**config.mk**
```make
export PLATFORM = sky130hd
export DESIGN_NAME = h264_fu_a_packetizer
export DESIGN_NICKNAME = d
export VERILOG_FILES = /design/src/rtl/h264fu_pkg.sv /design/src/rtl/h264fu_step.sv /design/src/rtl/h264_fu_a_packetizer.sv
export VERILOG_INCLUDE_DIRS = /design/src /design/src/rtl
export SDC_FILE = /design/constraint.sdc
export NUM_CORES = 1
export LEC_CHECK = 0
export BUFFER_PORTS_ARGS = -buffer_cell sky130_fd_sc_hd__buf_2
export CORE_ASPECT_RATIO = 1.2
export CORE_UTILIZATION = 40
export DETAILED_ROUTE_END_ITERATION = 6
export MAX_ROUTING_LAYER = met4
export PLACE_DENSITY_LB_ADDON = 0.15
export REMOVE_ABC_BUFFERS = 1
export SKIP_CTS_REPAIR_TIMING = 1
export SLEW_MARGIN = 20
export SYNTH_ARGS = -nofsm -noshare
export SYNTH_HDL_FRONTEND = slang
export SYNTH_HIERARCHICAL = 1
export SYNTH_SLANG_ARGS = --single-unit
```
**constraint.sdc**
```tcl
create_clock -name clk -period 9.5 [get_ports clk]
set_input_delay 1.425 -clock clk [delete_from_list [all_inputs] [get_ports clk]]
set_output_delay 1.425 -clock clk [all_outputs]
set_load 0.1 [all_outputs]
```
**src/rtl/h264_fu_a_packetizer_assert.svh**
```systemverilog
// Assertion macros for the H.264 FU-A packetizer.
// Used by the top level; no other dependencies.
`ifndef H264_FU_A_PACKETIZER_ASSERT_SVH
`define H264_FU_A_PACKETIZER_ASSERT_SVH

`ifndef SYNTH
`define H264FU_ASSERT_IMPL(lbl, clk, rst, a, c) \
  lbl: assert property (@(posedge clk) disable iff (rst) (a) |-> (c)) \
    else $error("h264fu assertion failed");
`define H264FU_ASSERT_NEXT(lbl, clk, rst, a, c) \
  lbl: assert property (@(posedge clk) disable iff (rst) (a) |=> (c)) \
    else $error("h264fu assertion failed");
`else
`define H264FU_ASSERT_IMPL(lbl, clk, rst, a, c)
`define H264FU_ASSERT_NEXT(lbl, clk, rst, a, c)
`endif

`endif

```
**src/rtl/h264fu_pkg.sv**
```systemverilog
// Shared types and constants for the H.264 FU-A packetizer.
// No dependencies.
package h264fu_pkg;

  localparam int unsigned PAYLOAD_LIMIT = 1436;
  localparam int unsigned SIZE_W        = 11;
  localparam int unsigned LEN_W         = 16;
  localparam int unsigned RES_MAX       = 3;

  localparam logic [SIZE_W-1:0] SIZE_MIN   = SIZE_W'(3);
  localparam logic [SIZE_W-1:0] SIZE_MAX   = SIZE_W'(PAYLOAD_LIMIT);
  localparam logic [SIZE_W-1:0] SIZE_RESET = SIZE_W'(PAYLOAD_LIMIT);

  localparam logic [7:0] NRI_MASK  = 8'hE0;
  localparam logic [7:0] FU_A_TYPE = 8'h1C;
  localparam logic [7:0] TYPE_MASK = 8'h1F;
  localparam logic [7:0] FU_START  = 8'h80;
  localparam logic [7:0] FU_END    = 8'h40;

  typedef struct packed {
    logic [7:0]       nal_byte;
    logic [LEN_W-1:0] nal_length;
    logic             picture_last_nal;
  } in_t;

  typedef struct packed {
    logic [7:0] out_byte;
    logic       packet_end;
    logic       picture_end;
  } out_t;

  typedef out_t [RES_MAX-1:0] res_arr_t;

  typedef struct packed {
    logic [7:0]        held_header;
    logic [LEN_W-1:0]  bytes_left;
    logic [SIZE_W-1:0] packet_fill;
    logic              fragmenting;
    logic              first_fragment;
  } state_t;

endpackage

```
**src/rtl/h264fu_step.sv**
```systemverilog
// Per-byte packetizer step: next state and up to three result words.
// Depends on h264fu_pkg.
module h264fu_step (
  input  h264fu_pkg::state_t              st,
  input  h264fu_pkg::in_t                 din,
  input  logic [h264fu_pkg::SIZE_W-1:0]   size,
  output h264fu_pkg::state_t              st_next,
  output h264fu_pkg::res_arr_t            res,
  output logic [1:0]                      n
);

  logic [h264fu_pkg::LEN_W-1:0]  len;
  logic [h264fu_pkg::LEN_W-1:0]  left_dec;
  logic [h264fu_pkg::LEN_W-1:0]  size_ext;
  logic [h264fu_pkg::LEN_W-1:0]  room_ext;
  logic [h264fu_pkg::SIZE_W-1:0] fill;
  logic [7:0]                    ind;
  logic [7:0]                    hdr;
  logic                          pe;
  logic                          hdr_ins;

  always_comb begin
    st_next  = st;
    res      = '0;
    n        = 2'd0;
    len      = (din.nal_length == '0) ? h264fu_pkg::LEN_W'(1) : din.nal_length;
    left_dec = st.bytes_left - h264fu_pkg::LEN_W'(1);
    size_ext = {{(h264fu_pkg::LEN_W - h264fu_pkg::SIZE_W){1'b0}}, size};
    room_ext = {{(h264fu_pkg::LEN_W - h264fu_pkg::SIZE_W){1'b0}},
                size - h264fu_pkg::SIZE_W'(2)};
    fill     = st.packet_fill;
    ind      = (st.held_header & h264fu_pkg::NRI_MASK) | h264fu_pkg::FU_A_TYPE;
    hdr      = st.held_header & h264fu_pkg::TYPE_MASK;
    pe       = 1'b0;
    hdr_ins  = 1'b0;

    if (st.bytes_left == '0) begin
      // NAL start
      st_next.bytes_left = len - h264fu_pkg::LEN_W'(1);
      if (len <= size_ext) begin
        st_next.fragmenting = 1'b0;
        pe     = (len == h264fu_pkg::LEN_W'(1));
        res[0] = '{out_byte: din.nal_byte, packet_end: pe,
                   picture_end: pe & din.picture_last_nal};
        n      = 2'd1;
      end else begin
        st_next.fragmenting    = 1'b1;
        st_next.held_header    = din.nal_byte;
        st_next.first_fragment = 1'b1;
        st_next.packet_fill    = '0;
      end
    end else if (!st.fragmenting) begin
      st_next.bytes_left = left_dec;
      pe     = (left_dec == '0);
      res[0] = '{out_byte: din.nal_byte, packet_end: pe,
                 picture_end: pe & din.picture_last_nal};
      n      = 2'd1;
    end else begin
      if (st.packet_fill == '0) begin
        hdr_ins = 1'b1;
        if (st.first_fragment) begin
          hdr = hdr | h264fu_pkg::FU_START;
        end else if (st.bytes_left <= room_ext) begin
          hdr = hdr | h264fu_pkg::FU_END;
        end
        res[0] = '{out_byte: ind, packet_end: 1'b0, picture_end: 1'b0};
        res[1] = '{out_byte: hdr, packet_end: 1'b0, picture_end: 1'b0};
        fill   = h264fu_pkg::SIZE_W'(2);
      end
      fill = fill + h264fu_pkg::SIZE_W'(1);
      pe   = (left_dec == '0) || (fill >= size);
      if (hdr_ins) begin
        res[2] = '{out_byte: din.nal_byte, packet_end: pe,
                   picture_end: (left_dec == '0) & din.picture_last_nal};
        n      = 2'd3;
      end else begin
        res[0] = '{out_byte: din.nal_byte, packet_end: pe,
                   picture_end: (left_dec == '0) & din.picture_last_nal};
        n      = 2'd1;
      end
      st_next.bytes_left  = left_dec;
      st_next.packet_fill = fill;
      if (pe) begin
        st_next.packet_fill    = '0;
        st_next.first_fragment = 1'b0;
      end
      if (left_dec == '0) begin
        st_next.fragmenting    = 1'b0;
        st_next.first_fragment = 1'b1;
        st_next.packet_fill    = '0;
      end
    end
  end

endmodule

```
**src/rtl/h264_fu_a_packetizer.sv**
```systemverilog
// H.264 RTP FU-A packetizer, one NAL byte in, one payload word out per cycle while
// out_ready is high. The first result word is registered and valid in the cycle
// after input accept. Input takes one byte per cycle while out_ready is high;
// the first data byte of a fragment yields three words (FU indicator, FU header,
// data) and holds off input while the 3-entry output buffer drains. Synchronous
// active-high reset resets state; max_payload resets to 1436.
// Depends on h264fu_pkg, h264fu_step and h264_fu_a_packetizer_assert.svh.
`include "h264_fu_a_packetizer_assert.svh"

module h264_fu_a_packetizer (
  input  logic                          clk,
  input  logic                          rst,
  input  logic                          cfg_we,
  input  logic [h264fu_pkg::SIZE_W-1:0] cfg_data,
  input  logic                          in_valid,
  output logic                          in_ready,
  input  h264fu_pkg::in_t               in_data,
  output logic                          out_valid,
  input  logic                          out_ready,
  output h264fu_pkg::out_t              out_data
);

  logic [h264fu_pkg::SIZE_W-1:0] max_payload;
  logic [h264fu_pkg::SIZE_W-1:0] size;
  h264fu_pkg::state_t            st;
  h264fu_pkg::state_t            st_next;
  h264fu_pkg::res_arr_t          res;
  h264fu_pkg::res_arr_t          obuf;
  logic [1:0]                    n;
  logic [1:0]                    cnt;
  logic                          push;
  logic                          pop;

  always_comb begin
    if (max_payload < h264fu_pkg::SIZE_MIN) begin
      size = h264fu_pkg::SIZE_MIN;
    end else if (max_payload > h264fu_pkg::SIZE_MAX) begin
      size = h264fu_pkg::SIZE_MAX;
    end else begin
      size = max_payload;
    end
  end

  h264fu_step u_step (
    .st      (st),
    .din     (in_data),
    .size    (size),
    .st_next (st_next),
    .res     (res),
    .n       (n)
  );

  assign out_valid = (cnt != 2'd0);
  assign out_data  = obuf[0];
  assign pop       = out_valid && out_ready;
  // take a byte when the buffer is empty or empties this cycle
  assign in_ready  = (cnt == 2'd0) || ((cnt == 2'd1) && out_ready);
  assign push      = in_valid && in_ready;

  always_ff @(posedge clk) begin
    if (rst) begin
      max_payload <= h264fu_pkg::SIZE_RESET;
    end else if (cfg_we) begin
      max_payload <= cfg_data;
    end
  end

  always_ff @(posedge clk) begin
    if (rst) begin
      st.held_header    <= '0;
      st.bytes_left     <= '0;
      st.packet_fill    <= '0;
      st.fragmenting    <= 1'b0;
      st.first_fragment <= 1'b1;
    end else if (push) begin
      st <= st_next;
    end
  end

  always_ff @(posedge clk) begin
    if (rst) begin
      cnt <= 2'd0;
    end else if (push) begin
      cnt <= n;
    end else if (pop) begin
      cnt <= cnt - 2'd1;
    end
  end

  always_ff @(posedge clk) begin
    if (push) begin
      obuf <= res;
    end else if (pop) begin
      obuf[0] <= obuf[1];
      obuf[1] <= obuf[2];
    end
  end

  `H264FU_ASSERT_IMPL(a_frag_has_data, clk, rst, st.fragmenting, st.bytes_left != '0)
  `H264FU_ASSERT_IMPL(a_pic_end_on_pkt_end, clk, rst,
                      out_valid && out_data.picture_end, out_data.packet_end)
  `H264FU_ASSERT_NEXT(a_fu_indicator_first, clk, rst, push && (n == 2'd3),
                      (out_data.out_byte[4:0] == h264fu_pkg::FU_A_TYPE[4:0]) &&
                      !out_data.packet_end)
  // a size change can leave the open fill above the new size, never above the limit
  `H264FU_ASSERT_IMPL(a_fill_below_limit, clk, rst, st.fragmenting,
                      st.packet_fill < h264fu_pkg::SIZE_MAX)

endmodule
```
==> run metrics <==
status=completed; GRT met2 Usage=0.3414; vias in the first global route=approximately 4800; hold worst-path end=st[33]$_SDFFE_PP0P_; Clock Skew=10.76 ps; worst-margin pin slew=around 1100 ps; Max VDD drop=between 0.0001 and 0.00015 V; Net Sw Frac=0.4994; Clock Tree Root=clkbuf_16; final period utilization=0.4864; CP most frequent cell=a21oi_1; via count=5251; Post-synth EDFFs=30; RSZ-0062 raised after global routing=no; CP endpoint kind=flip-flop; worst path cell trace=buf_2 > or3_1 > or3_1 > nor4_1 > a21oi_1 > ha_1 > nand4_1 > nor3_1 > a21oi_1 > o22ai_1 > nand2b_1 > buf_4 > mux2_2 > nand3_1 > a21oi_1; GR Util met1=0.2681; part of the power in registers=0.255; Lkg Pwr=~2.6 nW; r2r startpoint=st[2]$_SDFFE_PP0P_; Skew-Pair Late Insertion Delay=around 350 ps; Mapped Avg Cell Area=8.499 µm²; die width=~120 µm; R2R depth=16; switching power=approximately 1.1 mW; CTS clk-pin slew, worst paths=roughly 70 ps; Area contributors post-synth=dfxtp_1, edfxtp_1, ha_1; slew margin rel.=0.2909; Rows=a little under 50; Clock Path Buffers=2; max incr delay on CP=about 430 ps; min Tclk post-route=~4600 ps; DR vias/cell=approximately 5.6; Die ar.=~16000 µm²; Avg WL per Cell=16.92 µm; sequential area share after synthesis=0.3091; share of the synthesized area in the top cell type=0.1627; synthesized area=~6200 µm²; Congestion Overflow GR=0; Final Core Density=0.4367; Critical Path Slowest Stage Cell=or3_1; Worst setup SP type=primary input; Final Max Slew Viols=0; Worst Path Max Fanout=29; number of port buffers=52; pwr dens=~340 nW/µm²; post-synth top area cell=dfxtp_1; detailed-router iteration count before antenna repair=5; top_reg_cell synth=dfxtp_1; critical path type=in -> reg; top-count cell post-synth=nand3_1; clock sink total=80; Worst EP required=just under 10000 ps; top cells by count, synth=nand3_1, a21oi_1, dfxtp_1; CTS buffer count=9; share of cells above drive strength 1=0.1761; Total Nets Final=around 800; IO Pins=between 50 and 60; Hold Path Depth=2; first-pass GRT wire length=between 20000 and 30000 µm; synthesized flop and latch total=80; DP Wirelength=10770 µm; worst reg2reg endpoint=st[5]$_SDFFE_PP0P_; final hold vios=0; Initial Utilization=0.4097; Setup TNS=0 ps; critical path data arrival time=between 4000 and 5000 ps; largest net degree at the start of global routing=between 50 and 60; met3 Track Usage GR=0.03671; Hold Path Class=reg -> reg; min-delay src=st[33]$_SDFFE_PP0P_; # diodes=0; Clock power frac=0.151; DRC=0; highest clock rate=between 200 and 250 MHz; CTS tree=built; Worst R2R Setup Slack=5630 ps; Routed WL=between 15000 and 20000 µm; fillcell total=1492; unique cell type count in the Yosys netlist=68; Max-cap violations=0; gr usage total=0.2135; overall power=2.235 mW; combinational cell fraction of total power=0.594; GR peak layer=met2; initial antenna violation count=0; Placeable Area=between 15000 and 20000 µm²; Async S/R FF share, synth=0; Mapped Cells=roughly 720; setup violators final=0; design area=6560 µm²; area grow syn2layout=6.608%; CTS H-tree lvls=3; Power Internal=roughly 1.1 mW; Final ANT Viol Nets=0; DR iter-0 viols=~380; synth warn=6; DIE HEIGHT=about 140 µm; gp weighted congestion=approximately 0.87; Area after DPL=around 6300 µm²
state kept, by name (all words and copies together), names as in the netlist:
register / cells
out_data: 10
max_payload: 11
st: 37
cnt: 2
obuf: 20
critical path, delay by kind of cell:
kind | cells | cell delay, ps
AO/OA/AOI/OAI | 4 | 610
AND/OR/NAND/NOR | 7 | 1590
multiplexers | 1 | 390
buffers and inverters | 2 | 440
adder cells (fa/ha/maj) | 1 | 320
per-stage QoR:
stage | instances | setup WS, ps | hold slack, ps
floorplan | 656 | 4886 | 452.4
global placement | 915 | 4723 | 470.0
detailed placement | 915 | 4553 | 475.7
CTS | 931 | 4916 | 484.9
global route | 931 | 4597 | 504.4
finish | 931 | 4879 | 488.4
power groups by stage:
stage	clock (mW)	combinational [mW]	sequential (mW)
final	0.337	1.33	0.570
after global placement	0	1.31	0.573
after CTS	0.346	1.32	0.569
after global routing	0.357	1.46	0.584
after detailed placement	0	1.32	0.576
after floorplan	0	0.868	0.711
worst max-delay path by stage:
stage                    start                   to  slack [ps]  cells past startpoint
floorplan           in_data[7]  st[29]$_SDFFE_PP0P_        4890                     13
global placement    in_data[7]  st[34]$_SDFFE_PP0P_        4720                     15
detailed placement  in_data[7]  st[35]$_SDFFE_PP0P_        4550                     15
CTS                 in_data[7]  st[35]$_SDFFE_PP0P_        4920                     15
global route        in_data[7]  st[35]$_SDFFE_PP0P_        4600                     15
finish              in_data[7]  st[35]$_SDFFE_PP0P_        4880                     15
layout make-up:
type                       instances  area, µm²  area share
clock buffer                      11      242.7     0.03700
inverter                          24      92.59     0.01411
timing repair buffer              55      282.8     0.04311
multi-input combinational        552       3745      0.5709
sequential                        80       1902      0.2899
clock inverter                     5      40.04    0.006103
tap                              204      255.2     0.03891
cells by family after synthesis:
| kind of cell | Yosys count | share of synthesized area |
|---|---|---|
| flip-flops | 80 | 0.3091 |
| other | 1 | 0.0006094 |
| AND/OR/NAND/NOR | 271 | 0.2355 |
| buffers and inverters | 94 | 0.08459 |
| adder cells (fa/ha/maj) | 41 | 0.08337 |
| XOR/XNOR | 40 | 0.05693 |
| multiplexers | 34 | 0.07218 |
| AO/OA/AOI/OAI | 163 | 0.1578 |
routing by layer:
layer	vias up	wire length, µm	part of all wire
met1	2493	7288	0.46
met3	19	791	0.050
met4	0	337	0.021
li1	2585	-	-
met5	-	0	0
met2	154	7331	0.47
cells in the final DEF, fill, tap and decap left out, drive strengths merged, types with 7 or more instances in the layout:
cell and count:
nor3 22, ha 41, and2 16, o21ai 52, nand3 76, dfxtp 50, o211ai 8, edfxtp 30
xor2 15, nor2b 12, mux2 29, xnor2 25, clkbuf 11, a21o 7, inv 25, buf 55
nand4 17, nand2 49, nor4 11, a21oi 62, a211o 9, nor2 41
Note: power is estimated with default switching activity, not from simulation.
